### config.mk
export PLATFORM = sky130hd
export DESIGN_NAME = sensor_pairing_table
export DESIGN_NICKNAME = d
export VERILOG_FILES = /design/src/rtl/core/spt_pkg.sv /design/src/rtl/core/sensor_pairing_table.sv /design/src/rtl/core/spt_ram.sv /design/src/rtl/core/spt_ctrl.sv /design/src/rtl/core/spt_datapath.sv
export SDC_FILE = /design/constraint.sdc
export NUM_CORES = 1
export LEC_CHECK = 0
export BUFFER_PORTS_ARGS = -buffer_cell sky130_fd_sc_hd__buf_2
export CORE_ASPECT_RATIO = 2
export CORE_UTILIZATION = 60
export DETAILED_ROUTE_END_ITERATION = 7
export GPL_ROUTABILITY_DRIVEN = 0
export PLACE_DENSITY_LB_ADDON = 0.15
export SETUP_SLACK_MARGIN = 0.4
export SLEW_MARGIN = 20
export SYNTH_ARGS = -nofsm -noshare
export SYNTH_HDL_FRONTEND = slang
export SYNTH_SLANG_ARGS = --single-unit
### constraint.sdc
create_clock -name clk -period 5.35 [get_ports clk]
set_input_delay 0.535 -clock clk [delete_from_list [all_inputs] [get_ports clk]]
set_output_delay 0.535 -clock clk [all_outputs]
set_load 0.05 [all_outputs]
### src/rtl/core/spt_pkg.sv
// shared constants, types and command/status structs for the sensor pairing table
// no dependencies

package spt_pkg;

	localparam int ENTRIES = 32;
	localparam int IDX_W   = (ENTRIES > 1) ? $clog2(ENTRIES) : 1;
	localparam int CNT_W   = $clog2(ENTRIES + 1);
	localparam int SLOT_W  = 5;
	localparam int BYTE_W  = 8;
	localparam int CODE_W  = 3 * BYTE_W;
	localparam int WORD_W  = CODE_W + 2 * BYTE_W;
	localparam int KEY_LSB = 3 * BYTE_W;

	typedef enum logic [1:0] {
		OUT_PAIRED  = 2'd0,
		OUT_ADDED   = 2'd1,
		OUT_FULL    = 2'd2,
		OUT_CLEARED = 2'd3
	} outcome_t;

	typedef enum logic [1:0] {
		ST_IDLE,
		ST_SCAN,
		ST_WRITE,
		ST_FINISH
	} state_t;

	typedef struct packed {
		logic     load_req;
		logic     clear_valid;
		logic     scan_start;
		logic     scan_run;
		logic     write_entry;
		logic     load_out;
		outcome_t outcome;
	} cmd_t;

	typedef struct packed {
		logic cmp_hit;
		logic cmp_last;
		logic free_found;
		logic out_busy;
	} sts_t;

endpackage

### src/rtl/core/sensor_pairing_table.sv
// top level of the sensor pairing table: controller plus datapath
// depends on spt_pkg, spt_ctrl, spt_datapath (and spt_ram below it)
//
// channel   direction  handshake             payload
// request   in         in_valid / in_stall   operation, code_byte0..2, sensor_type, zone_kind
// result    out        out_valid / out_stall slot_index, outcome
//
// a clear goes from accept to the finish state and the result beat; an add scans the entry ram one slot
// per cycle through its registered read port and stops on a match, on a full table, or after the last
// slot with a write into the lowest free slot. one request is in work at a time.
// reset clears all valid bits at once; stored entries keep no reset value.
// the result register lets a new request in while the previous beat is still stalled.

module sensor_pairing_table (
	input  logic                       clk,
	input  logic                       arst_n,
	input  logic                       in_valid,
	output logic                       in_stall,
	input  logic                       operation,
	input  logic [spt_pkg::BYTE_W-1:0] code_byte0,
	input  logic [spt_pkg::BYTE_W-1:0] code_byte1,
	input  logic [spt_pkg::BYTE_W-1:0] code_byte2,
	input  logic [spt_pkg::BYTE_W-1:0] sensor_type,
	input  logic [spt_pkg::BYTE_W-1:0] zone_kind,
	output logic                       out_valid,
	input  logic                       out_stall,
	output logic [spt_pkg::SLOT_W-1:0] slot_index,
	output logic [1:0]                 outcome
);

	spt_pkg::cmd_t cmd;
	spt_pkg::sts_t sts;

	spt_ctrl u_ctrl (
		.clk      (clk),
		.arst_n   (arst_n),
		.in_valid (in_valid),
		.operation(operation),
		.in_stall (in_stall),
		.sts      (sts),
		.cmd      (cmd)
	);

	spt_datapath u_datapath (
		.clk        (clk),
		.arst_n     (arst_n),
		.code_byte0 (code_byte0),
		.code_byte1 (code_byte1),
		.code_byte2 (code_byte2),
		.sensor_type(sensor_type),
		.zone_kind  (zone_kind),
		.cmd        (cmd),
		.sts        (sts),
		.out_valid  (out_valid),
		.out_stall  (out_stall),
		.slot_index (slot_index),
		.outcome    (outcome)
	);

endmodule

### src/rtl/core/spt_ram.sv
// generic single write port, single read port ram with registered read data
// no dependencies

module spt_ram #(
	parameter int WIDTH = 8,
	parameter int DEPTH = 32
) (
	input  logic                                      clk,
	input  logic                                      we,
	input  logic [((DEPTH > 1) ? $clog2(DEPTH) : 1)-1:0] waddr,
	input  logic [WIDTH-1:0]                          wdata,
	input  logic                                      re,
	input  logic [((DEPTH > 1) ? $clog2(DEPTH) : 1)-1:0] raddr,
	output logic [WIDTH-1:0]                          rdata
);

	logic [WIDTH-1:0] mem_q [DEPTH];
	logic [WIDTH-1:0] rdata_q;

	always_ff @(posedge clk) begin
		if (we) begin
			mem_q[waddr] <= wdata;
		end
		if (re) begin
			rdata_q <= mem_q[raddr];
		end
	end

	assign rdata = rdata_q;

endmodule

### src/rtl/core/spt_ctrl.sv
// controller state machine: accept, scan, allocate, deliver
// depends on spt_pkg

module spt_ctrl (
	input  logic          clk,
	input  logic          arst_n,
	input  logic          in_valid,
	input  logic          operation,
	output logic          in_stall,
	input  spt_pkg::sts_t sts,
	output spt_pkg::cmd_t cmd
);

	spt_pkg::state_t   state_q, state_nxt;
	spt_pkg::outcome_t outcome_q, outcome_nxt;

	always_comb begin
		state_nxt   = state_q;
		outcome_nxt = outcome_q;
		unique case (state_q)
			spt_pkg::ST_IDLE: begin
				if (in_valid) begin
					if (operation) begin
						state_nxt   = spt_pkg::ST_FINISH;
						outcome_nxt = spt_pkg::OUT_CLEARED;
					end else begin
						state_nxt = spt_pkg::ST_SCAN;
					end
				end
			end
			spt_pkg::ST_SCAN: begin
				if (sts.cmp_hit) begin
					state_nxt   = spt_pkg::ST_FINISH;
					outcome_nxt = spt_pkg::OUT_PAIRED;
				end else if (sts.cmp_last) begin
					if (sts.free_found) begin
						state_nxt = spt_pkg::ST_WRITE;
					end else begin
						state_nxt   = spt_pkg::ST_FINISH;
						outcome_nxt = spt_pkg::OUT_FULL;
					end
				end
			end
			spt_pkg::ST_WRITE: begin
				state_nxt   = spt_pkg::ST_FINISH;
				outcome_nxt = spt_pkg::OUT_ADDED;
			end
			spt_pkg::ST_FINISH: begin
				if (!sts.out_busy) begin
					state_nxt = spt_pkg::ST_IDLE;
				end
			end
			default: begin
				state_nxt = spt_pkg::ST_IDLE;
			end
		endcase
	end

	always_comb begin
		cmd      = '0;
		cmd.outcome = outcome_q;
		in_stall = 1'b1;
		unique case (state_q)
			spt_pkg::ST_IDLE: begin
				in_stall = 1'b0;
				if (in_valid) begin
					cmd.load_req    = 1'b1;
					cmd.clear_valid = operation;
					cmd.scan_start  = !operation;
				end
			end
			spt_pkg::ST_SCAN: begin
				cmd.scan_run = 1'b1;
			end
			spt_pkg::ST_WRITE: begin
				cmd.write_entry = 1'b1;
			end
			spt_pkg::ST_FINISH: begin
				cmd.load_out = !sts.out_busy;
			end
			default: begin
				in_stall = 1'b1;
			end
		endcase
	end

	always_ff @(posedge clk or negedge arst_n) begin
		if (!arst_n) begin
			state_q   <= spt_pkg::ST_IDLE;
			outcome_q <= spt_pkg::OUT_PAIRED;
		end else begin
			state_q   <= state_nxt;
			outcome_q <= outcome_nxt;
		end
	end

endmodule

### src/rtl/core/spt_datapath.sv
// datapath: request register, valid bits, entry ram, scan pipeline, result register
// depends on spt_pkg and spt_ram

module spt_datapath (
	input  logic                            clk,
	input  logic                            arst_n,
	input  logic [spt_pkg::BYTE_W-1:0]      code_byte0,
	input  logic [spt_pkg::BYTE_W-1:0]      code_byte1,
	input  logic [spt_pkg::BYTE_W-1:0]      code_byte2,
	input  logic [spt_pkg::BYTE_W-1:0]      sensor_type,
	input  logic [spt_pkg::BYTE_W-1:0]      zone_kind,
	input  spt_pkg::cmd_t                   cmd,
	output spt_pkg::sts_t                   sts,
	output logic                            out_valid,
	input  logic                            out_stall,
	output logic [spt_pkg::SLOT_W-1:0]      slot_index,
	output logic [1:0]                      outcome
);

	logic [spt_pkg::WORD_W-1:0]  req_word_q;
	logic [spt_pkg::ENTRIES-1:0] valid_q;
	logic [spt_pkg::CNT_W-1:0]   iss_cnt_q;
	logic                        cmp_vld_s1;
	logic [spt_pkg::IDX_W-1:0]   cmp_idx_s1;
	logic                        free_q;
	logic [spt_pkg::IDX_W-1:0]   free_idx_q;
	logic [spt_pkg::IDX_W-1:0]   match_idx_q;
	logic                        out_valid_q;
	logic [spt_pkg::SLOT_W-1:0]  slot_q;
	logic [1:0]                  outcome_q;

	logic                        issue;
	logic [spt_pkg::IDX_W-1:0]   rd_addr;
	logic [spt_pkg::WORD_W-1:0]  rd_word;
	logic                        cmp_on;
	logic                        cmp_valid_bit;
	logic                        hit;
	logic [spt_pkg::IDX_W-1:0]   sel_idx;
	logic [spt_pkg::SLOT_W+spt_pkg::IDX_W-1:0] slot_ext;

	// word layout: code byte2, byte1, byte0, then sensor type, then zone
	assign issue   = cmd.scan_run && (iss_cnt_q < spt_pkg::CNT_W'(spt_pkg::ENTRIES));
	assign rd_addr = iss_cnt_q[spt_pkg::IDX_W-1:0];

	spt_ram #(
		.WIDTH(spt_pkg::WORD_W),
		.DEPTH(spt_pkg::ENTRIES)
	) u_entry_ram (
		.clk  (clk),
		.we   (cmd.write_entry),
		.waddr(free_idx_q),
		.wdata(req_word_q),
		.re   (issue),
		.raddr(rd_addr),
		.rdata(rd_word)
	);

	assign cmp_on        = cmd.scan_run && cmp_vld_s1;
	assign cmp_valid_bit = valid_q[cmp_idx_s1];
	assign hit = cmp_on && cmp_valid_bit &&
		(rd_word[spt_pkg::WORD_W-1:spt_pkg::KEY_LSB] ==
		 req_word_q[spt_pkg::WORD_W-1:spt_pkg::KEY_LSB]);

	always_comb begin
		sts.cmp_hit    = hit;
		sts.cmp_last   = cmp_on && (cmp_idx_s1 == spt_pkg::IDX_W'(spt_pkg::ENTRIES - 1));
		sts.free_found = free_q || (cmp_on && !cmp_valid_bit);
		sts.out_busy   = out_valid_q && out_stall;
	end

	always_comb begin
		case (cmd.outcome)
			spt_pkg::OUT_PAIRED: sel_idx = match_idx_q;
			spt_pkg::OUT_ADDED:  sel_idx = free_idx_q;
			default:             sel_idx = '0;
		endcase
	end

	// low bits of the slot number, zero extended when the table is small
	assign slot_ext = {{spt_pkg::SLOT_W{1'b0}}, sel_idx};

	always_ff @(posedge clk) begin
		if (cmd.load_req) begin
			req_word_q <= {code_byte2, code_byte1, code_byte0, sensor_type, zone_kind};
		end
		cmp_idx_s1 <= rd_addr;
		if (cmp_on && !cmp_valid_bit && !free_q) begin
			free_idx_q <= cmp_idx_s1;
		end
		if (hit) begin
			match_idx_q <= cmp_idx_s1;
		end
		if (cmd.load_out) begin
			slot_q    <= slot_ext[spt_pkg::SLOT_W-1:0];
			outcome_q <= cmd.outcome;
		end
	end

	always_ff @(posedge clk or negedge arst_n) begin
		if (!arst_n) begin
			valid_q     <= '0;
			iss_cnt_q   <= '0;
			cmp_vld_s1  <= 1'b0;
			free_q      <= 1'b0;
			out_valid_q <= 1'b0;
		end else begin
			if (cmd.clear_valid) begin
				valid_q <= '0;
			end else if (cmd.write_entry) begin
				valid_q[free_idx_q] <= 1'b1;
			end
			if (cmd.scan_start) begin
				iss_cnt_q  <= '0;
				cmp_vld_s1 <= 1'b0;
				free_q     <= 1'b0;
			end else begin
				if (issue) begin
					iss_cnt_q <= iss_cnt_q + 1'b1;
				end
				cmp_vld_s1 <= issue;
				if (cmp_on && !cmp_valid_bit) begin
					free_q <= 1'b1;
				end
			end
			if (cmd.load_out) begin
				out_valid_q <= 1'b1;
			end else if (!out_stall) begin
				out_valid_q <= 1'b0;
			end
		end
	end

	assign out_valid  = out_valid_q;
	assign slot_index = slot_q;
	assign outcome    = outcome_q;

	a_write_free: assert property (@(posedge clk) disable iff (!arst_n)
		cmd.write_entry |-> free_q && !valid_q[free_idx_q])
		else $error("allocation into a slot that is not free");

	a_hit_valid: assert property (@(posedge clk) disable iff (!arst_n)
		hit |-> valid_q[cmp_idx_s1])
		else $error("match reported on an invalid slot");

	a_no_overwrite: assert property (@(posedge clk) disable iff (!arst_n)
		cmd.load_out |-> !(out_valid_q && out_stall))
		else $error("result register overwritten while stalled");

	a_clear_all: assert property (@(posedge clk) disable iff (!arst_n)
		cmd.clear_valid |=> valid_q == '0)
		else $error("valid bits not cleared");

	a_write_after_scan: assert property (@(posedge clk) disable iff (!arst_n)
		cmd.write_entry |-> $past(cmd.scan_run))
		else $error("entry written without a completed scan");

endmodule

### After elaboration in Yosys (flattened, before gate mapping)

Memories as Yosys holds them, arrays and structs flattened. A register that Yosys moved wholly into a read port is not among the register bits.
Index checks and enable logic that the tools add are counted.

| storage, ports and cells | value |
|---|---|
| bits in registers | 107 |
| bits in writable memories | 1280 |
| input bits | 45 |
| output and inout port bits | 9 |
| logic and storage cells | 89 |
| memories kept | 1 |

| cells by class | value |
|---|---|
| $add $sub $neg | 1 |
| magnitude comparators | 4 |
| equal/unequal tests | 12 |
| muxes and demuxes | 35 |
| bitwise gates (word level) | 1 |
| reductions and logical operators | 22 |

Memories:

| memory | depth | width | rd ports | clocked after memory_dff | write ports | RTL line | text |
|---|---|---|---|---|---|---|---|
| u_datapath.u_entry_ram.mem_q | 32 | 40 | 1 | 1 | 1 | spt_ram.sv:17 | `logic [WIDTH-1:0] mem_q [DEPTH];` |

Operators with widths:

| kind | number |
|---|---|
| 2-to-1 mux 32 bit | 2 |
| OR 32 bit | 1 |
| 2-to-1 mux 2 bit | 10 |
| equality test 16 bit | 1 |
| 2-to-1 mux 1 bit | 14 |
| < comparator 5 x 6 -> 1 bit (second input constant) | 2 |
| 2-to-1 mux 6 bit | 2 |
| case mux 5 bit (2 select lines) | 1 |
| logical AND 1 bit | 9 |
| case mux 2 bit (4 select lines) | 1 |
| adder 6 x 1 -> 6 bit (second input constant) | 1 |
| < comparator 6 bit (second input constant) | 1 |
| 2-to-1 mux 3 bit | 2 |
| != test 2 bit (second input constant) | 3 |
| != test 3 x 2 -> 1 bit (second input constant) | 2 |
| case mux 2 bit (3 select lines) | 1 |
| nonzero test 2 bit | 3 |
| binary-select mux 1 bit (select 5 bit) | 1 |
| demux 1 bit (select 5 bit) | 1 |
| equality test 5 bit (second input constant) | 1 |
| greater-or-equal comparator 5 x 1 -> 1 bit (second input constant) | 1 |
| AND reduction 5 bit | 1 |
| equality test 2 x 1 -> 1 bit (second input constant) | 2 |
| equality test 2 bit (second input constant) | 2 |
| 6 further kinds | 10 |

### Logic depth before layout (Yosys ltp)

Gate-level depths: netlist (run 1).

| logic depth | value |
|---|---|
| depth in word-level cells | 9 |
| gate-level depth with buffers | 9 |
| mapped depth without buffers | 8 |

### Cells and area by module

A second synthesis (run 1) with hierarchy kept.

| unflattened totals | value |
|---|---|
| cell total of the unflattened synthesis | 3143 |
| area, all modules | 55361.8 um^2 |

By module, submodules not included:

| module | times used | cells each | area an instance (um^2) | seq. area each (um^2) |
|---|---|---|---|---|
| spt_ram | 1 | 2813 | 50965.1 | 39638.0 |
| spt_datapath | 1 | 292 | 4015.1 | 2837.7 |
| spt_ctrl | 1 | 38 | 381.6 | 100.1 |

### Worst setup path before layout (run 1)

OpenSTA, ideal clock, no wires.

| path | value |
|---|---|
| path kind | register -> register |
| from | reg u_ctrl.state_q[1] |
| to | reg u_datapath.iss_cnt_q[3] (netlist name) |
| arrival | 2436 ps |
| data required time | 5272 ps |
| path slack | 2836 ps |
| cell stages (with the launch flop) | 9 |
| path through | dfrtp_1 inv_1 ha_1 clkbuf_1 inv_1 nor2_1 nand2_1 or2_2 a21oi_1 |

| on the way | value |
|---|---|
| word-level cells in the longest chain between the ends | 4 |
| elaborated cells on any way between the ends | 7 |

RTL lines:

| what | RTL line | text |
|---|---|---|
| start, declared | spt_ctrl.sv:14 | `spt_pkg::state_t state_q, state_nxt;` |
| start signal, assigned | spt_ctrl.sv:89 | `state_q <= spt_pkg::ST_IDLE;` |
| start signal, assigned | spt_ctrl.sv:92 | `state_q <= state_nxt;` |
| equality test 2 x 1 -> 1 bit | spt_ctrl.sv:63 | `unique case (state_q)` |
| 2-to-1 mux 1 bit | spt_ctrl.sv:63 |  |
| logical AND 1 bit | spt_datapath.sv:42 | `assign issue = cmd.scan_run && (iss_cnt_q < spt_pkg::CNT_W'(spt_pkg::ENTRIES));` |
| net u_datapath.issue | spt_datapath.sv:32 | `logic issue;` |
| nonzero test 2 bit (no line) | n/a |  |
| end signal, assigned | spt_datapath.sv:118 | `iss_cnt_q <= iss_cnt_q + 1'b1;` |
| end, declared | spt_datapath.sv:22 | `logic [spt_pkg::CNT_W-1:0] iss_cnt_q;` |

The timed path passes the listed nets, and every way through them passes these cells.
A chain may end at the register's enable or synchronous reset.

### Worst setup path in the final report (run 1)

| path | value |
|---|---|
| from | reg u_datapath.iss_cnt_q[0] (netlist name) |
| to | reg u_datapath.u_entry_ram.rdata_q[33], in the netlist u_datapath.u_entry_ram.rdata[33], read port of u_datapath.u_entry_ram.mem_q (data pin) |

| on the way | value |
|---|---|
| word-level cells in the longest chain between the ends | 2 |

RTL lines:

| what | RTL line | text |
|---|---|---|
| < comparator 6 bit | spt_datapath.sv:42 |  |
| logical AND 1 bit | spt_datapath.sv:42 |  |
| end, declared | spt_ram.sv:18 | `logic [WIDTH-1:0] rdata_q;` |

Parallel ways exist; a longest one is shown, timed or not.

==> flow_summary.toml, run 1 <==
[status]
status = "finished with violations"
violations = "hold timing"

[logic_synthesis]
syn_inst = 1052
synth_warnings = 0
avgSynthCellArea_um2 = 22.4
yosysTopAreaCellShare_pct = 71.5
syn_area_um2 = 23500
ys.flop_type = "edfxtp_1"
syn_nets = 1103
synth_edf_count = 561
ys_ff_latch = 611
synth_area_leaders = "edfxtp_1 (72%), mux4_2 (15%), dfrtp_1 (4.8%)"
synth_seq_area_share_pct = 76.8
synth_cell_type_count = 47
synth_top_area_cell = "edfxtp_1"
async_flop_share_pct = 7.36

[cts]
cts_tree = "built"
clk_latency_ns = 0.57
cts_buffers = 48
cts_resized = 0
h-tree-depth = 2
cts-root-buf = "clkbuf_16"
clk_pin_slew_ns = 0.07
cts_hold_buf = 0
cts.path.max_buffers = 3
clkSinkCount = 611
postCtsSetupRepairBufs = 0

[cells_and_area]
fillCellCount = 2443
multiInputGateArea_um2 = 5290
area_growth_pct = 11.0
antenna_cells = 0
final_nets = 1183
final-seq-area_um2 = 18100
instances_no_fill = 1687
drive_above_1_share_pct = 31.4

[sta]
finalClockSkew_ns = 0.0176
setup_viol_count_final = 0
fin_setup_tns_ns = 0
timing.hold.ws_ns = -0.0412
hold_viol = 45
period_share_pct = 57.7
slew_headroom_pct = 26.5
grt_setup_unrepaired = "no"
layout_min_cycle_time_ns = 3.09
worstMarginPinSlew_ns = 1.10
setup_ws_ns = 2.26
slew_viol_final = 0
max_freq_mhz = 324

[drt]
via_per_inst = 6.35
drt_first_iter_violations = 897
vias = 10700
dr_wl_met3_um = 2380
drc = 0
wire_per_inst_um = 29.4
ant_nets = 0
wirelength_met1_um = 18000
wl_met2_um = 27100
firstDrtPassIters = 5
wl_um = 49600
routed.top_layer = "met5"

[job]
drv_cap = 0

[power]
ir_drop_mv = 0.373
p_leak_nw = 8.38
p_total_mw = 12.9
p_per_area_nw_per_um2 = 492

[die]
ios = 54
die_x_um = 142
die_h_um = 282
rows = 102
die-area_um2 = 40100
core_region_area_um2 = 38700
initial_utilization_pct = 60.9

[grt]
grt_overflow = 0
grt_usage_pct = 26.2
grt_pass1_vias = 11100
grt_pass1_wl_um = 72500
grt_max_degree = 84
grt_antenna_before_repair = 1

[worst_setup_path]
end_kind = "flop"
startpoint = "u_datapath.iss_cnt_q[0]$_DFFE_PN0P_"
cpPeakStageDelay_ns = 0.99
cp.required_ns = 5.66
timing.reg2reg.setup_slack_ns = 2.26
critPathTopFamily = "multiplexers"
path_max_fanout = 42
r2r_start = "u_datapath.iss_cnt_q[0]$_DFFE_PN0P_"
slowest_stage = "dfrtp_4"
worst-path-stages = 4
crit_buf_inv = 1
cp_common_cell = "mux4_2"
path_cells = "buf_12 > mux4_2 > mux4_2 > mux2_2"
critPathLaunchType = "flop"
reg2reg_to = "u_datapath.u_entry_ram.rdata[33]$_DFFE_PP_"
r2r_cells = 4
crit_arrival_ns = 3.40
crit_type = "reg2reg"

[placement]
dp_slack_ns = 2.23
io_buffers = 29
dpl.hpwl_um = 28700
post-place-cells = 1602

[worst_hold_path]
min_path_type = "in2async"
## per-layer routing
layer	up-vias	global-route usage (%)
met5	-	0
met4	2	11.2
met2	351	47.0
li1	4534	-
met1	5718	32.2
met3	102	3.06
## state kept, by name, summed over array words and instances, names as in the netlist, 2 cells and up
name / count
u_ctrl.state_q: 2
u_datapath.slot_index: 5
u_datapath.free_idx_q: 5
u_datapath.outcome: 2
u_datapath.match_idx_q: 5
u_datapath.cmp_idx_s1: 5
u_datapath.u_entry_ram.mem_q: 512
u_ctrl.outcome_q: 2
u_datapath.req_word_q: 16
u_datapath.valid_q: 32
u_datapath.u_entry_ram.rdata: 16
u_datapath.iss_cnt_q: 6
## cells by family after synthesis
kind of cell / Yosys count / share of synthesized area [%]
AOI/OAI and AO/OA: 56 / 1.71
xor gates and xnor gates: 19 / 0.707
adders and majority gates: 6 / 0.319
buffers and inverters: 56 / 1.21
DFF: 611 / 76.8
muxes: 200 / 17.1
and+or+nand+nor: 104 / 2.21
## stage by stage
stage          utilization, %  area [um^2]
2_1_floorplan               -        23500
3_3_place_gp             63.7        24600
3_5_place_dp             63.7        24600
4_1_cts                  67.6        26100
5_1_grt                  67.6        26100
6_report                 67.6        26100
## where the power goes
| part | internal (mW) | switching, mW | total [mW] | leakage, nW |
|---|---|---|---|---|
| sequential | 5.74 | 0.491 | 6.23 | 5.68 |
| combinational | 1.67 | 1.48 | 3.15 | 1.95 |
| clock | 1.90 | 1.59 | 3.49 | 0.744 |
| total | 9.31 | 3.56 | 12.9 | 8.38 |
## worst max path at each step
stage,to
floorplan,u_datapath.iss_cnt_q[3]$_DFFE_PN0P_
global placement,u_datapath.u_entry_ram.rdata[33]$_DFFE_PP_
detailed placement,u_datapath.u_entry_ram.rdata[33]$_DFFE_PP_
CTS,u_datapath.u_entry_ram.rdata[33]$_DFFE_PP_
global route,u_datapath.u_entry_ram.rdata[33]$_DFFE_PP_
finish,u_datapath.u_entry_ram.rdata[33]$_DFFE_PP_
## synth_stat cells, types with 6 or more instances
cell type	count
edfxtp_1	561
nand2_1	12
nor2_1	48
nand3_1	6
nand3b_1	6
buf_1	15
mux4_2	160
a21oi_1	6
ha_1	6
dfrtp_1	45
nor4_1	6
o21a_1	33
clkbuf_1	19
mux2i_1	24
mux2_2	16
buf_4	10
xor2_1	17
## placed cells by master, fill, tap and decap left out, types with 4 or more instances in the layout
master,synthesis,routed
clkinv_2,0,7
nand3_1,6,6
edfxtp_1,561,561
dfxtp_1,5,5
o21a_1,33,33
nor4_1,6,6
nand4_1,5,5
mux2i_1,24,24
dfrtp_1,45,41
buf_4,10,50
clkbuf_16,0,49
a21oi_1,6,6
a22oi_1,5,5
xor2_1,17,17
clkinv_1,0,10
clkbuf_1,19,8
inv_1,5,5
mux4_2,160,160
nand3b_1,6,6
nor2_1,48,15
ha_1,6,6
nor2_4,0,4
nand2_1,12,12
bufinv_16,0,4
mux2_2,16,16
buf_2,4,28
nor2_2,0,29
## final cells by class
cell class,count,share of cell area [%]
clock buffer,59,4.91
clock inverter,26,0.890
inverter,5,0.0718
multi-input combinational,385,20.2
sequential,611,69.2
tap,520,2.49
timing repair buffer,81,2.20
Note: power is estimated with default switching activity, not from simulation.
==> run 2: changes to the inputs <==
--- a/config.mk
+++ b/config.mk
@@ -7,7 +7,7 @@
 export LEC_CHECK = 0
 export BUFFER_PORTS_ARGS = -buffer_cell sky130_fd_sc_hd__buf_2
 export CORE_ASPECT_RATIO = 2
-export CORE_UTILIZATION = 60
+export CORE_UTILIZATION = 56
 export DETAILED_ROUTE_END_ITERATION = 7
 export GPL_ROUTABILITY_DRIVEN = 0
 export PLACE_DENSITY_LB_ADDON = 0.15
==> constraint.sdc (replaced) <==
create_clock -name clk -period 2.65 [get_ports clk]
set_input_delay 0.265 -clock clk [delete_from_list [all_inputs] [get_ports clk]]
set_output_delay 0.265 -clock clk [all_outputs]
set_load 0.05 [all_outputs]
==> flow_summary.toml, run 2 (synthesis gave the netlist of run 1 again) <==
[status]
status = "finished clean"

[job]
drv_cap = 0

[cells_and_area]
layout_common_cells = "edfxtp_1 (561), mux4_2 (160), buf_4 (55), clkbuf_16 (54), dfrtp_1 (41)"
mostFrequentLayoutCell = "edfxtp_1"
largest_reg_flops = 512
post-route-util_pct = 65.8
top_regs = "u_datapath.u_entry_ram.mem_q (512), u_datapath.valid_q (32)"
antenna_cells = 0
regMostFlops = "u_datapath.u_entry_ram.mem_q"
area_growth_pct = 15.3
drive_above_1_share_pct = 33.6
final_nets = 1246

[drt]
drt_first_iter_violations = 1100
ant_nets = 0
firstDrtPassIters = 5
via_per_inst = 6.27
wire_per_inst_um = 29.7
vias = 11100
drc = 0
wl_um = 52600

[cts]
cts_buffers = 49
clk_pin_slew_ns = 0.07
cts.path.max_buffers = 3
clkSinkCount = 611
cts-root-buf = "clkbuf_16"
cts_tree = "built"
h-tree-depth = 2
clk_latency_ns = 0.58

[grt]
grt_max_degree = 37
grt_antenna_before_repair = 0
grt_overflow = 0
grt_usage_pct = 25.2
grt_pass1_vias = 11400
grt_pass1_wl_um = 75700

[sta]
slew_headroom_pct = 39.3
setup_viol_count_final = 0
max_freq_mhz = 414
period_share_pct = 91.2
hold_viol = 0
grt_setup_unrepaired = "yes"
layout_min_cycle_time_ns = 2.42
fin_setup_tns_ns = 0
slew_viol_final = 0
finalClockSkew_ns = 0.0214
worstMarginPinSlew_ns = 0.911

[worst_setup_path]
crit_arrival_ns = 2.73
path_max_fanout = 10
crit_type = "reg2reg"
end_kind = "flop"
r2r_cells = 5
timing.reg2reg.setup_slack_ns = 0.23
cp.required_ns = 2.96
critPathLaunchType = "flop"

[power]
p_leak_nw = 8.80
p_per_area_nw_per_um2 = 995
ir_drop_mv = 0.807

[die]
initial_utilization_pct = 57.1
core_region_area_um2 = 41300
die_x_um = 147
ios = 54
die_h_um = 292
rows = 105
die-area_um2 = 42900

[placement]
io_buffers = 29
dpl.hpwl_um = 30600

[worst_hold_path]
holdPathStages = 3
min_path_type = "in2reg"
## run 2: cell types whose count changed in the layout (fill, tap and decap cells not counted), sizes merged
| cell | previous run | this run |
|---|---|---|
| inv | 6 | 7 |
| buf | 81 | 120 |
| clkbuf | 59 | 70 |
| dlygate4sd3 | 0 | 18 |
| bufinv | 4 | 3 |
## run 2: worst max-delay path: stages (launching register included)
cell and delay [ns]:
dfrtp_4 0.48, buf_4 0.17, clkbuf_16 0.18, mux4_2 0.52, mux4_2 0.52, mux2_2 0.28
## run 2: power by group
| group | internal (mW) | total [mW] | switching, mW |
|---|---|---|---|
| Combinational | 4.08 | 7.87 | 3.79 |
| Clock | 3.75 | 7.00 | 3.25 |
| Sequential | 11.6 | 12.1 | 0.548 |
## run 2: worst paths after layout
kind / to / start
min in group asynchronous: u_datapath.iss_cnt_q[0]$_DFFE_PN0P_ / arst_n
setup reg to reg: u_datapath.u_entry_ram.rdata[33]$_DFFE_PP_ / u_datapath.iss_cnt_q[0]$_DFFE_PN0P_
hold / removal: u_ctrl.state_q[1]$_DFFE_PN0P_ / operation
setup / recovery: u_datapath.u_entry_ram.rdata[33]$_DFFE_PP_ / u_datapath.iss_cnt_q[0]$_DFFE_PN0P_
max in group asynchronous: u_datapath.valid_q[31]$_DFFE_PN0P_ / arst_n
hold reg to reg: u_datapath.valid_q[24]$_DFFE_PN0P_ / u_datapath.valid_q[24]$_DFFE_PN0P_
## run 2: stage by stage
stage / setup slack, ns / instance area, um^2 / std cells / total power, mW / hold slack [ns]
3_5_place_dp: 0.159 / 25100 / 1647 / 19.7 / 0.194
5_1_grt: 0.195 / 27100 / 1770 / 28.0 / 0.0826
3_3_place_gp: 0.158 / 25100 / 1647 / 19.6 / 0.183
2_1_floorplan: 0.169 / 23700 / 1052 / 17.7 / -0.0306
6_report: 0.234 / 27100 / 1770 / 27.0 / 0.0606
4_1_cts: 0.179 / 27000 / 1762 / 26.9 / 0.0342
## run 2: final cells by class
type                    instances  area [um^2]
fillers                      2728        14100
well taps                     535          669
inverters                       5         18.8
clock inverters                26          206
repair buffers                143         1560
flip-flops and latches        611        18100
clock buffers                  65         1300
multi-input cells             385         5310
## run 2: repair_timing
item,in CTS,in global routing
setup buffers,4,2
endpoints found under the setup margin,216,46
hold buffers,18,0
gates cloned,2,6
pin swaps,1,0
gates resized for setup,9,7
endpoints found under the hold margin,30,0
## run 2: routing by layer
metal	vias up	global-route usage, %	wire length (um)
li1	4676	-	-
met1	5897	32.0	19500
met2	421	44.2	28200
met3	109	2.88	2760
met4	0	10.4	2150
met5	-	0	0
